### config.mk
export PLATFORM = sky130hd
export DESIGN_NAME = dna_div_cell
export DESIGN_NICKNAME = d
export VERILOG_FILES = /design/src/design/dna_pkg.sv /design/src/design/dna_div_cell.sv
export SDC_FILE = /design/constraint.sdc
export NUM_CORES = 1
export LEC_CHECK = 0
export ABC_AREA = 1
export BUFFER_PORTS_ARGS = -buffer_cell sky130_fd_sc_hd__buf_4
export CELL_PAD_IN_SITES_DETAIL_PLACEMENT = 1
export CELL_PAD_IN_SITES_GLOBAL_PLACEMENT = 1
export CORE_AREA = 2 2 379 381
export CTS_CLUSTER_DIAMETER = 60
export DETAILED_ROUTE_END_ITERATION = 7
export DIE_AREA = 0 0 381 383
export GPL_TIMING_DRIVEN = 0
export HOLD_SLACK_MARGIN = 0.03
export PLACE_DENSITY = 0.55
export SLEW_MARGIN = 20
export SYNTH_ARGS = -nofsm -noshare
export SYNTH_HDL_FRONTEND = slang
export SYNTH_SLANG_ARGS = --single-unit
### constraint.sdc
create_clock -name clk -period 1.36 [get_ports clk]
set_input_delay 0.136 -clock clk [delete_from_list [all_inputs] [get_ports clk]]
set_output_delay 0.136 -clock clk [all_outputs]
set_load 0.01 [all_outputs]
### src/design/dna_pkg.sv
// ----------------------------------------------------------------------------
// dna_pkg: shared types, constants and helpers for the dual number ALU
// Fixed-point format, opcodes, divider cell word types, saturation helpers.
// ----------------------------------------------------------------------------
`timescale 1ns / 1ps

package dna_pkg;

    localparam int FRAC_BITS = 16;
    localparam int DATA_W    = 32;
    localparam int PROD_W    = 2 * DATA_W;
    localparam int DVD_W     = PROD_W + FRAC_BITS;  // dividend bits, one per cell
    localparam int NUM_CELLS = DVD_W;

    localparam logic [1:0] MODE_ADD = 2'd0;
    localparam logic [1:0] MODE_SUB = 2'd1;
    localparam logic [1:0] MODE_MUL = 2'd2;
    localparam logic [1:0] MODE_DIV = 2'd3;

    localparam logic [DATA_W-1:0] SAT_MAX = {1'b0, {(DATA_W-1){1'b1}}};
    localparam logic [DATA_W-1:0] SAT_MIN = {1'b1, {(DATA_W-1){1'b0}}};

    typedef struct packed {
        logic              ov;
        logic [DATA_W-1:0] val;
    } sat_t;

    // one divider lane: partial remainder, dividend/quotient shift word, divisor
    typedef struct packed {
        logic [PROD_W-1:0] rem;
        logic [DVD_W-1:0]  dq;
        logic [PROD_W-1:0] den;
    } lane_t;

    // control and finished non-divide results riding along the cell row
    typedef struct packed {
        logic              valid;
        logic              is_div;
        logic              dz;
        logic              neg_r;
        logic              neg_d;
        logic              alt_ov;
        logic [DATA_W-1:0] alt_real;
        logic [DATA_W-1:0] alt_dual;
    } side_t;

    // clamp a wide signed value to DATA_W bits
    function automatic sat_t sat_wide(input logic signed [PROD_W+1:0] x);
        sat_t r;
        r.ov  = 1'b0;
        r.val = x[DATA_W-1:0];
        if (x > $signed({{(PROD_W-DATA_W+3){1'b0}}, SAT_MAX[DATA_W-2:0]}))
        begin
            r.ov  = 1'b1;
            r.val = SAT_MAX;
        end
        else if (x < -$signed({{(PROD_W-DATA_W+2){1'b0}}, 1'b1,
                               {(DATA_W-1){1'b0}}}))
        begin
            r.ov  = 1'b1;
            r.val = SAT_MIN;
        end
        return r;
    endfunction

    // apply sign to a quotient magnitude and clamp
    function automatic sat_t sat_mag(input logic neg, input logic [DVD_W-1:0] q);
        sat_t r;
        logic [DVD_W-1:0] lim;
        lim   = {{(DVD_W-DATA_W){1'b0}}, SAT_MAX};
        r.ov  = 1'b0;
        r.val = neg ? (~q[DATA_W-1:0] + 1'b1) : q[DATA_W-1:0];
        if (neg && (q > lim + 1'b1))
        begin
            r.ov  = 1'b1;
            r.val = SAT_MIN;
        end
        else if (!neg && (q > lim))
        begin
            r.ov  = 1'b1;
            r.val = SAT_MAX;
        end
        return r;
    endfunction

endpackage

### src/design/dna_div_cell.sv
// ----------------------------------------------------------------------------
// dna_div_cell: one restoring-division step for both lanes
// Shifts one dividend bit into the remainder, trial-subtracts, shifts the
// quotient bit in; control rides along.
// ----------------------------------------------------------------------------
`timescale 1ns / 1ps

module dna_div_cell
    import dna_pkg::*;
(
    input  logic  clk,
    input  logic  rst_n,
    input  logic  en,
    input  side_t side_in,
    input  lane_t lr_in,
    input  lane_t ld_in,
    output side_t side_out,
    output lane_t lr_out,
    output lane_t ld_out
);

    side_t side_reg;
    lane_t lr_reg, lr_next, ld_reg, ld_next;

    function automatic lane_t step(input lane_t x);
        lane_t           y;
        logic [PROD_W:0] trial;
        logic [PROD_W:0] diff;
        trial = {x.rem, x.dq[DVD_W-1]};
        diff  = trial - {1'b0, x.den};
        y.den = x.den;
        if (!diff[PROD_W])
        begin
            y.rem = diff[PROD_W-1:0];
            y.dq  = {x.dq[DVD_W-2:0], 1'b1};
        end
        else
        begin
            y.rem = trial[PROD_W-1:0];
            y.dq  = {x.dq[DVD_W-2:0], 1'b0};
        end
        return y;
    endfunction

    always_comb
    begin
        lr_next = step(lr_in);
        ld_next = step(ld_in);
    end

    always_ff @(posedge clk or negedge rst_n)
    begin
        if (!rst_n)
            side_reg <= '0;
        else if (en)
            side_reg <= side_in;
    end

    always_ff @(posedge clk)
    begin
        if (en)
        begin
            lr_reg <= lr_next;
            ld_reg <= ld_next;
        end
    end

    assign side_out = side_reg;
    assign lr_out   = lr_reg;
    assign ld_out   = ld_reg;

endmodule

==> results of run 1 <==
critical path, stage by stage:
cell and delay, ns:
buf_4 0.09, inv_2 0.05, ha_4 0.29, nand2_2 0.08
inv_1 0.10, nand2_2 0.07, nor2_4 0.14, nand2_4 0.07
nor4_4 0.40, nand2_8 0.13, nand3_4 0.12, nand2_8 0.08
buf_12 0.16, buf_8 0.13, clkbuf_16 0.16, nand2_4 0.05
nand2_1 0.04
routing by layer:
metal  track usage  routed length [um]  vias up
met5             0                  84        -
met2        0.3562               75940      825
met4       0.06163                4166       14
met1        0.2518               65580    14945
li1              -                   -    14978
met3       0.05219               10250      199
worst max-delay path by stage:
stage                     from      endpoint  slack (ns)  cells after the start
CTS                  lr_in[58]   lr_out[189]       -0.42                     18
finish               ld_in[46]   ld_out[206]       -0.52                     17
global route         lr_in[22]   lr_out[156]       -0.60                     19
detailed placement   ld_in[43]   ld_out[172]       -1.95                     15
global placement            en  side_out[11]       -4.53                      4
floorplan           ld_in[143]   ld_out[185]       -0.74                     19
power by group through the flow:
stage	clock network (mW)	logic [mW]	registers, mW
detailed placement	0	13.1	18.9
floorplan	0	5.27	19.5
global route	19.8	18.3	18.7
finish	18.6	16.9	18.6
global placement	0	13.0	18.9
CTS	19.3	16.1	18.6
sequential cells by signal (all words and copies together) (netlist names):
register and cells:
side_out 70, lr_out 208, ld_out 208
repair_timing:
action                     in CTS  in global routing
setup buffers                  82                 15
hold endpoints to repair      611                 94
setup endpoints to repair     656                631
cloned                          6                  8
hold buffers                  451                 39
resized for setup             513                201
pin swaps                      97                 42
kinds of logic after synthesis:
group,Yosys count,share of synthesized area
xor gates and xnor gates,62,0.01840
muxes,70,0.02671
DFF,486,0.4827
and+or+nand+nor,2086,0.2839
AOI/OAI and AO/OA,125,0.02256
adders and majority gates,130,0.05563
buffers and inverters,825,0.1101
final cells by class:
cell class | instances | area, um^2
plain buffers | 32 | 410.4
diodes | 5 | 12.51
repair buffers | 1577 | 13540
multi-input cells | 2474 | 14870
fillers | 16891 | 91400
clock inverters | 45 | 513.0
clock buffers | 86 | 1864
inverters | 791 | 3020
well taps | 1903 | 2381
flip-flops and latches | 486 | 14240
cells in the mapped netlist, types with 16 or more instances:
cell type,instances
nor3_1,24
nand2_2,47
mux2_2,70
a21oi_1,103
nand4_1,36
ha_1,128
nand3_1,140
nor2_1,209
nand2_1,1594
o21bai_1,16
edfxtp_1,416
xor2_1,60
inv_1,781
dfrtp_1,70
metrics by stage:
stage / total power, mW / utilization
after floorplan: 24.82 / -
after global placement: 31.93 / 0.2761
after detailed placement: 32.00 / 0.2769
after CTS: 53.93 / 0.3467
after global routing: 56.85 / 0.3574
final: 54.17 / 0.3575
==> impl_summary.log, run 1 <==
[metrics] outcome: complete, but fails checks
[metrics] violated checks: negative hold slack, negative setup slack
[metrics] First-pass DRT Iterations: 6
[metrics] DR vias/cell: around 4.2
[metrics] root buffer cell: clkbuf_16
[metrics] power per unit of standard cell area: 1065 mW/mm^2
[metrics] Buffers on Ports: slightly below 1k
[metrics] post-placement worst setup slack: -1.953 ns
[metrics] Die H: between 300 and 400 um
[metrics] dominant cells by area after synthesis: edfxtp_1 42%, nand2_1 20%, inv_1 9.9%
[metrics] Final Critical Period: 1.884 ns
[metrics] startpoint type of the worst setup path: input port
[metrics] Mean Syn Cell Area: between 7 and 8 um^2
[metrics] Cell variety after synth: 34
[metrics] Die X: 381 um
[metrics] Routed WL per cell: ~21 um
[metrics] final-report setup violation count: around 310
[metrics] cell total after placement: approximately 6.7k
[metrics] max-slew headroom at the worst pin: 0.3835
[metrics] post-layout worst setup margin: -0.5236 ns
[metrics] Fin. Hold Viols: 45
[metrics] Clock Sinks: a little under 500
[metrics] arrival time reported for the critical path endpoint: between 2 and 2.5 ns
[metrics] global-route wire length before repair: between 200000 and 250000 um
[metrics] total routing resource utilization after global routing: 0.2064
[metrics] Max Clock Skew: 0 ns
[metrics] transition at the pin with the smallest max-transition slack: ~0.9 ns
[metrics] worst path required time: approximately 1.8 ns
[metrics] FF-to-FF Start: side_out[5]
[metrics] type of the worst setup path: input port to register
[metrics] total CTS buffers: between 70 and 80
[metrics] fraction of synthesis flops using an asynchronous set or reset pin: 0.1440
[metrics] Post-Layout Inst Area: between 0.05 and 0.06 mm^2
[metrics] Sum Neg Setup Slack: -60.46 ns
[metrics] maximum count of clock buffers along a single path: 3
[metrics] part of the power in combinational logic: 0.312
[metrics] I/O pin count: 975
[metrics] DRT Wirelength: ~160000 um
[metrics] Max Transition Viols Final: 0
[metrics] largest area contributor in the synthesized netlist: edfxtp_1
[metrics] number of non-filler instances in the completed layout: between 7k and 8k
[metrics] layout cell share with drive strength beyond 1: 0.3376
[metrics] count of warnings emitted by yosys: 0
[metrics] Post-Route Hold Slack: -0.2569 ns
[metrics] level count of the clock H-tree: 3
[metrics] area of the mapped netlist: ~0.03 mm^2
[metrics] top_reg_cell synth: edfxtp_1
[metrics] worst hold path endpoint: ld_out[154]
[metrics] worst min path class: input port to register
[metrics] floorplan row count: ~140
[metrics] net count after synthesis: 4403
[metrics] capturing element type of the critical path: register
[metrics] switching power: roughly 18 mW
[metrics] pin count of the biggest net entering global routing: approximately 100
[metrics] commonest non-fill, non-tap cell in the layout: nand2_1
[metrics] layout-stage area growth over the synthesis result: 72.35%
[metrics] worst hold stages: 3
[metrics] initial antenna violation count: 22
[metrics] part of the total power dissipated in sequential elements: 0.343
[metrics] Post-layout nets: ~6.1k
[metrics] area fraction of the dominant cell type after synthesis: 0.4233
[metrics] most frequent cells in the layout: 1370 x nand2_1, 1045 x buf_4, 737 x inv_1
[metrics] Core ar.: around 0.14 mm^2
[metrics] sequential area share after synthesis: 0.4827
[metrics] Peak supply drop: between 0.001 and 0.0015 V
[metrics] vias in the first global route: between 30k and 40k
[metrics] DPL Wire Length: roughly 120000 um
[metrics] via count: about 31k
[metrics] clock network latency to the later pin of the worst-skew pair: 0.70 ns
[metrics] instance count of the mapped netlist: 3784
[metrics] remaining antenna violation count after routing: 0
[metrics] area of placed instances: 0.03939 mm^2
[metrics] internal power consumption: ~36 mW
[metrics] CTS tree: yes
[metrics] final cycle utilization of the critical path: 1.385
[metrics] GP Congestion: a little over 0.9
[metrics] peak fanout along the critical path: 6
[metrics] DRC violation count after routing: 0
[metrics] Seq cells post-synth: 486
[metrics] R2R setup slack: between 0.4 and 0.5 ns
[metrics] switching fraction of total power: 0.3314
[metrics] number of enable flip-flop cells after synthesis: 416
[metrics] maximum operating frequency: roughly 530 MHz
[metrics] clock edge transition at the registers on the reported setup and hold paths: approximately 0.050 ns
[metrics] FF-to-FF End: side_out[5]
[metrics] clock power share: 0.344
[metrics] number of design-rule violations left by the first detailed-router iteration: approximately 1.4k
[metrics] max-cap viol count: 0
[metrics] Overflow after GRT: 0
[metrics] Hold Path Origin: ld_in[153]
[metrics] reported leakage power: about 25 nW
[metrics] number of cells on the worst reg-to-reg path: 1
[metrics] Starting Density: 0.2074
[metrics] total die area: 0.1459 mm^2
[metrics] setup repair after global routing missed its margin: yes
Note: power is estimated with default switching activity, not from simulation.
==> run 2, diff against run 1 <==
--- a/config.mk
+++ b/config.mk
@@ -9,13 +9,13 @@
 export BUFFER_PORTS_ARGS = -buffer_cell sky130_fd_sc_hd__buf_4
 export CELL_PAD_IN_SITES_DETAIL_PLACEMENT = 1
 export CELL_PAD_IN_SITES_GLOBAL_PLACEMENT = 1
-export CORE_AREA = 2 2 379 381
+export CORE_AREA = 3 3 383 385
 export CTS_CLUSTER_DIAMETER = 60
 export DETAILED_ROUTE_END_ITERATION = 7
-export DIE_AREA = 0 0 381 383
+export DIE_AREA = 0 0 386 388
 export GPL_TIMING_DRIVEN = 0
 export HOLD_SLACK_MARGIN = 0.03
-export PLACE_DENSITY = 0.55
+export PLACE_DENSITY = 0.56
 export SLEW_MARGIN = 20
 export SYNTH_ARGS = -nofsm -noshare
 export SYNTH_HDL_FRONTEND = slang
==> constraint.sdc (replaced) <==
create_clock -name clk -period 1.7 [get_ports clk]
set_input_delay 0.17 -clock clk [delete_from_list [all_inputs] [get_ports clk]]
set_output_delay 0.17 -clock clk [all_outputs]
set_load 0.01 [all_outputs]
==> run 2 against run 1 <==
  * The run still ends with negative hold slack, negative setup slack left
  * Clock skew stayed put
  * Clock power decreased by 19%
  * Setup slack better by 0.30 ns
  * Via count increased by 0.20%
  * Clock-buffer cell count increased by 5
  * Combinational power decreased by 16%
  * Worst hold slack worse by 0.051 ns
  * Sequential power decreased by 20%
  * Flip-flop and latch count unchanged
  * Final area up 1.6%
  * Sequential share of layout area down 0.46 points
  * Largest cell class unchanged
==> impl_summary.log, run 2 (synthesized netlist as in run 1, its figures left out) <==
[metrics] max-slew headroom at the worst pin: 0.3728 (-0.01078)
[metrics] clock edge transition at the registers on the reported setup and hold paths: 0.05 ns (about the same)
[metrics] worst path required time: 2.11 ns (+0.30 ns)
[metrics] Overflow after GRT: 0 (unchanged)
[metrics] Max Transition Viols Final: 0 (unchanged)
[metrics] layout-stage area growth over the synthesis result: 75.19%
[metrics] Max Clock Skew: 0 ns (unchanged)
[metrics] GP Congestion: 0.9206 (-0.56%)
[metrics] most frequent cells in the layout: 1274 x nand2_1, 1042 x buf_4, 752 x inv_1
[metrics] multi-input combinational cell area: 0.01551 mm^2 (+4.3%)
[metrics] via count: 31.02k (+0.20%)
[metrics] Post-layout nets: 6052 (-0.017%)
[metrics] startpoint type of the worst setup path: input port
[metrics] reported leakage power: 25.52 nW (+1.8%)
[metrics] DRT Wirelength: 159600 um (+2.3%)
[metrics] Starting Density: 0.2057 (-0.001760)
[metrics] I/O pin count: 975 (unchanged)
[metrics] cell total after placement: 6665 (unchanged)
[metrics] arrival time reported for the critical path endpoint: 2.33 ns (about the same)
[metrics] layout cell share with drive strength beyond 1: 0.3568 (+0.01919)
[metrics] commonest non-fill, non-tap cell in the layout: nand2_1
[metrics] remaining antenna violation count after routing: 0 (unchanged)
[metrics] clock network latency to the later pin of the worst-skew pair: 0.66 ns (-0.04 ns)
[metrics] total CTS buffers: 72 (unchanged)
[metrics] power per unit of standard cell area: 853.0 mW/mm^2 (-20%)
[metrics] vias in the first global route: 33.08k (-0.84%)
[metrics] pin count of the biggest net entering global routing: 92 (-8.9%)
[metrics] type of the worst setup path: input port to register
[metrics] maximum count of clock buffers along a single path: 3 (unchanged)
[metrics] Post-Route Hold Slack: -0.3080 ns (-0.05109 ns)
[metrics] max-cap viol count: 0 (unchanged)
[metrics] final cycle utilization of the critical path: 1.130
[metrics] post-layout worst setup margin: -0.2204 ns (+0.3032 ns)
[metrics] First-pass DRT Iterations: 5 (-1)
[metrics] Buffers on Ports: 974 (unchanged)
[metrics] maximum operating frequency: roughly 520 MHz
[metrics] DRC violation count after routing: 0 (unchanged)
[metrics] Final Critical Period: just under 2 ns
[metrics] total die area: 0.1498 mm^2 (+2.6%)
[metrics] global-route wire length before repair: 220900 um (-0.43%)
[metrics] Fin. Hold Viols: 2 (-96%)
[metrics] number of non-filler instances in the completed layout: 7402 (+0.041%)
[metrics] Die X: 386 um (+1.3%)
[metrics] number of design-rule violations left by the first detailed-router iteration: 1317 (-6.1%)
[metrics] outcome: complete, but fails checks
[metrics] Core ar.: 0.1435 mm^2 (+0.86%)
[metrics] Clock Sinks: 486 (unchanged)
[metrics] peak fanout along the critical path: 6 (unchanged)
[metrics] DR vias/cell: 4.191 (+0.16%)
[metrics] capturing element type of the critical path: register
[metrics] level count of the clock H-tree: 3 (unchanged)
[metrics] violated checks: negative hold slack, negative setup slack
[metrics] total routing resource utilization after global routing: 0.2028 (-0.003607)
[metrics] setup repair after global routing missed its margin: yes
[metrics] Sum Neg Setup Slack: -18.20 ns (+42.26 ns)
[metrics] root buffer cell: clkbuf_16
[metrics] transition at the pin with the smallest max-transition slack: 0.9408 ns (+0.01616 ns)
[metrics] number of filler instances in the final layout: 16.89k (-0.030%)
[metrics] Peak supply drop: 0.0007027 V (-30%)
[metrics] register cell area after layout: 0.01424 mm^2 (about the same)
[metrics] DPL Wire Length: 124400 um (about the same)
[metrics] Routed WL per cell: 21.56 um (+2.2%)
[metrics] Die H: 388 um (+1.3%)
[metrics] final-report setup violation count: 133 (-57%)
[metrics] initial antenna violation count: 17 (-23%)
[metrics] worst min path class: input port to register
[metrics] floorplan row count: 139 (unchanged)
[metrics] CTS tree: yes
==> run 2: cell types whose count changed in the layout (fill, tap and decap cells not counted), moves of 10 or more <==
cell	before	now
inv_1	737	752
nand2_1	1370	1274
a21oi_1	81	71
inv_2	42	28
nand2_4	69	130
nand2_2	198	231
==> run 2: final timing paths <==
| kind | startpoint | endpoint | slack (ns) | cells past startpoint |
|---|---|---|---|---|
| max in group asynchronous | rst_n | side_out[36] | 0.86 | 2 |
| hold reg to reg | side_out[54] | side_out[54] | 0.51 | 1 |
| hold / removal | ld_in[0] | ld_out[0] | -0.31 | 1 |
| setup / recovery | ld_in[48] | ld_out[149] | -0.22 | 15 |
| min in group asynchronous | rst_n | side_out[8] | 0.21 | 2 |
| setup reg to reg | side_out[61] | side_out[61] | 0.83 | 1 |
==> run 2: critical path: stages <==
cell and delay, ns:
buf_4 0.10, inv_1 0.04, ha_2 0.40, nand2_1 0.15, nor2_2 0.19, nand2_2 0.14
nor3_4 0.17, a21oi_4 0.12, buf_4 0.15, nand3_4 0.16, nand2_8 0.14, buf_12 0.16
buf_16 0.12, nand2_1 0.05, nand2_1 0.05
==> run 2: routing by layer <==
metal,wire (um),global-route usage,vias to the layer above
met5,40,0,-
met4,6259,0.07317,6
met3,10510,0.05208,237
met2,79940,0.3604,898
met1,62820,0.2324,14871
li1,-,-,15011
==> run 2: final cells by class <==
type,instances,share of cell area
Antenna cell,9,0.0004356
Buffer,33,0.008931
Sequential cell,486,0.2755
Timing Repair Buffer,1575,0.2642
Multi-Input combinational cell,2474,0.3001
Tap cell,1903,0.04606
Inverter,791,0.05840
Clock inverter,40,0.009512
Clock buffer,91,0.03681
==> run 2: power breakdown <==
part	switching (mW)	total [mW]	internal, mW	leakage (nW)
Sequential	0.478	14.9	14.4	4.88
Clock	6.39	15.1	8.67	1.15
Combinational	7.88	14.2	6.27	19.5
==> run 2: through the flow <==
step                      power (mW)  setup WS (ns)  utilization  instance area (um^2)
after floorplan                19.85        -0.4311            -                 29580
after global placement         25.58         -4.156       0.2737                 39270
after detailed placement       25.65         -1.580       0.2745                 39390
after CTS                      43.53        -0.1460       0.3458                 49620
after global routing           46.25        -0.2519       0.3602                 51690
final                          44.10        -0.2204       0.3603                 51700
==> run 2: timing repair <==
| action | 4_1_cts | 5_1_grt |
|---|---|---|
| endpoints found under the setup margin | 204 | 134 |
| hold buffers | 475 | 13 |
| setup buffers | 52 | 40 |
| pin swaps | 68 | 113 |
| gates resized for setup | 516 | 383 |
| hold endpoints to repair | 632 | 15 |
| cloned | 16 | 4 |
==> run 3, diff against run 2 <==
--- a/config.mk
+++ b/config.mk
@@ -16,6 +16,7 @@
 export GPL_TIMING_DRIVEN = 0
 export HOLD_SLACK_MARGIN = 0.03
 export PLACE_DENSITY = 0.56
+export RECOVER_POWER = 100
 export SLEW_MARGIN = 20
 export SYNTH_ARGS = -nofsm -noshare
 export SYNTH_HDL_FRONTEND = slang
==> run 3 against run 2 <==
  * The flow still finishes with violations (negative hold slack, negative setup slack)
  * Largest power group unchanged
  * Die area unchanged
  * Final cell count about the same
  * Largest cell class unchanged
  * Final area down 4.0%
  * Critical endpoint is now ld_out[144]
==> impl_summary.log, run 3 (synthesized netlist as in run 1, its figures left out) <==
[metrics] GP Congestion: 0.9206 (unchanged)
[metrics] total routing resource utilization after global routing: 0.2028 (unchanged)
[metrics] pin count of the biggest net entering global routing: 92 (unchanged)
[metrics] Core ar.: 0.1435 mm^2 (unchanged)
[metrics] most frequent cells in the layout: 1274 x nand2_1, 752 x inv_1, 525 x clkbuf_1
[metrics] layout-stage area growth over the synthesis result: 68.12%
[metrics] Buffers on Ports: 974 (unchanged)
[metrics] reported leakage power: 23.57 nW (-7.6%)
[metrics] power per unit of standard cell area: 867.1 mW/mm^2 (+1.7%)
[metrics] startpoint type of the worst setup path: input port
[metrics] share of the core filled with cells: 0.3458 (-0.01454)
[metrics] via count: 31.06k (+0.12%)
[metrics] CTS tree: yes
[metrics] worst path required time: 2.12 ns (about the same)
[metrics] peak fanout along the critical path: 6 (unchanged)
[metrics] commonest non-fill, non-tap cell in the layout: nand2_1
[metrics] max-slew headroom at the worst pin: 0.08088 (-0.2919)
[metrics] initial antenna violation count: 18 (+1)
[metrics] type of the worst setup path: input port to register
[metrics] DRT Wirelength: 159500 um (about the same)
[metrics] I/O pin count: 975 (unchanged)
[metrics] final cycle utilization of the critical path: 1.136 (+0.006325)
[metrics] First-pass DRT Iterations: 5 (unchanged)
[metrics] Max Clock Skew: 0 ns (unchanged)
[metrics] Final Critical Period: 1.931 ns (+0.01075 ns)
[metrics] global-route wire length before repair: 220900 um (unchanged)
[metrics] Final Power: 43.02 mW (-2.5%)
[metrics] Fin. Hold Viols: 2 (unchanged)
[metrics] Max Transition Viols Final: 0 (unchanged)
[metrics] final-report setup violation count: 133 (unchanged)
[metrics] layout cell share with drive strength beyond 1: 0.2639 (-0.09290)
[metrics] Clock Sinks: 486 (unchanged)
[metrics] maximum count of clock buffers along a single path: 3 (unchanged)
[metrics] clock network latency to the later pin of the worst-skew pair: 0.66 ns (about the same)
[metrics] total die area: 0.1498 mm^2 (unchanged)
[metrics] DRC violation count after routing: 0 (unchanged)
[metrics] DR vias/cell: 4.197 (+0.14%)
[metrics] total CTS buffers: 72 (unchanged)
[metrics] post-layout worst setup margin: -0.2311 ns (-0.01075 ns)
[metrics] Starting Density: 0.2057 (unchanged)
[metrics] capturing element type of the critical path: register
[metrics] Post-Route Hold Slack: -0.3086 ns (-0.0005440 ns)
[metrics] number of non-filler instances in the completed layout: 7400 (-0.027%)
[metrics] Die X: 386 um (unchanged)
[metrics] register cell area after layout: 0.01424 mm^2 (unchanged)
[metrics] Peak supply drop: 0.0006890 V (-1.9%)
[metrics] Die H: 388 um (unchanged)
[metrics] number of filler instances in the final layout: 17.21k (+1.9%)
[metrics] setup repair after global routing missed its margin: yes
[metrics] floorplan row count: 139 (unchanged)
[metrics] number of design-rule violations left by the first detailed-router iteration: 1384 (+5.1%)
[metrics] outcome: complete, but fails checks
[metrics] cell total after placement: 6665 (unchanged)
[metrics] DPL Wire Length: 124400 um (unchanged)
[metrics] level count of the clock H-tree: 3 (unchanged)
[metrics] worst min path class: input port to register
[metrics] multi-input combinational cell area: 0.01551 mm^2 (unchanged)
[metrics] maximum operating frequency: 517.8 MHz (-0.56%)
[metrics] remaining antenna violation count after routing: 0 (unchanged)
[metrics] max-cap viol count: 0 (unchanged)
[metrics] clock edge transition at the registers on the reported setup and hold paths: 0.05 ns (about the same)
[metrics] Post-layout nets: 6052 (unchanged)
[metrics] root buffer cell: clkbuf_16
[metrics] transition at the pin with the smallest max-transition slack: 1.379 ns (+0.4378 ns)
[metrics] Routed WL per cell: 21.56 um (about the same)
[metrics] Overflow after GRT: 0 (unchanged)
[metrics] vias in the first global route: 33.08k (unchanged)
[metrics] violated checks: negative hold slack, negative setup slack
[metrics] arrival time reported for the critical path endpoint: 2.35 ns (+0.02 ns)
==> run 3: cell count changes in the layout (fill, tap and decap cells not counted) <==
cell / previous run / this run
mux2_1: 0 / 2
clkbuf_2: 5 / 29
buf_16: 15 / 13
bufbuf_16: 3 / 0
clkbuf_4: 2 / 172
mux2_2: 70 / 68
clkbuf_1: 17 / 525
buf_4: 1042 / 345
diode_2: 9 / 7
==> run 3: cell type report <==
type | count | share of cell area
tap | 1903 | 0.04799
multi-input combinational | 2474 | 0.3127
buffer | 33 | 0.009206
clock buffer | 91 | 0.03836
clock inverter | 40 | 0.009912
sequential | 486 | 0.2871
antenna | 7 | 0.0003531
timing repair buffer | 1575 | 0.2335
inverter | 791 | 0.06086
==> run 3: metrics by stage <==
step	setup WS [ns]	setup TNS, ns	area (um^2)
after global routing	-0.2527	-24.85	49610
after CTS	-0.1460	-7.773	49620
final	-0.2311	-19.48	49610
after detailed placement	-1.580	-335.12	39390
after floorplan	-0.4311	-52.92	29580
after global placement	-4.156	-1765.86	39270
==> run 3: repair_timing <==
action,CTS,global route
pin swaps,68,113
cloned,16,4
setup buffers,52,40
gates resized for setup,516,383
hold buffers,475,13
endpoints found under the hold margin,632,15
setup endpoints to repair,204,134
==> run 3: power breakdown <==
| part | internal [mW] | switching (mW) | total [mW] | leakage (nW) |
|---|---|---|---|---|
| logic | 5.26 | 7.88 | 13.1 | 17.5 |
| registers | 14.4 | 0.448 | 14.9 | 4.88 |
| clock network | 8.67 | 6.34 | 15.0 | 1.15 |
| total | 28.3 | 14.7 | 43.0 | 23.6 |
==> run 3: final timing paths <==
check | startpoint | end | slack [ns] | depth (start not counted)
setup / recovery | ld_in[15] | ld_out[144] | -0.23 | 19
setup reg to reg | side_out[61] | side_out[61] | 0.82 | 1
hold reg to reg | side_out[34] | side_out[34] | 0.50 | 1
min in group asynchronous | rst_n | side_out[13] | 0.25 | 2
max in group asynchronous | rst_n | side_out[36] | 0.76 | 2
hold / removal | ld_in[0] | ld_out[0] | -0.31 | 1
==> run 3: metal layers <==
layer / global-route usage / vias to the layer above / routed length, um
met4: 0.07317 / 10 / 6290
met1: 0.2324 / 14926 / 62940
met2: 0.3604 / 875 / 79910
li1: - / 15007 / -
met3: 0.05208 / 241 / 10310
met5: 0 / - / 69
==> run 3: worst max-delay path, cell delays in order <==
cell        delay, ns
buf_4            0.10
clkinvlp_4       0.13
ha_4             0.27
nand2_2          0.13
inv_1            0.05
nand2_1          0.07
nand2_2          0.10
a21oi_2          0.17
nand2_4          0.10
nand2_4          0.10
nand2_8          0.07
nand2_8          0.10
nand2_8          0.06
nand2_4          0.15
nand2_8          0.14
buf_12           0.16
buf_16           0.12
nand2_1          0.07
nand2_1          0.05
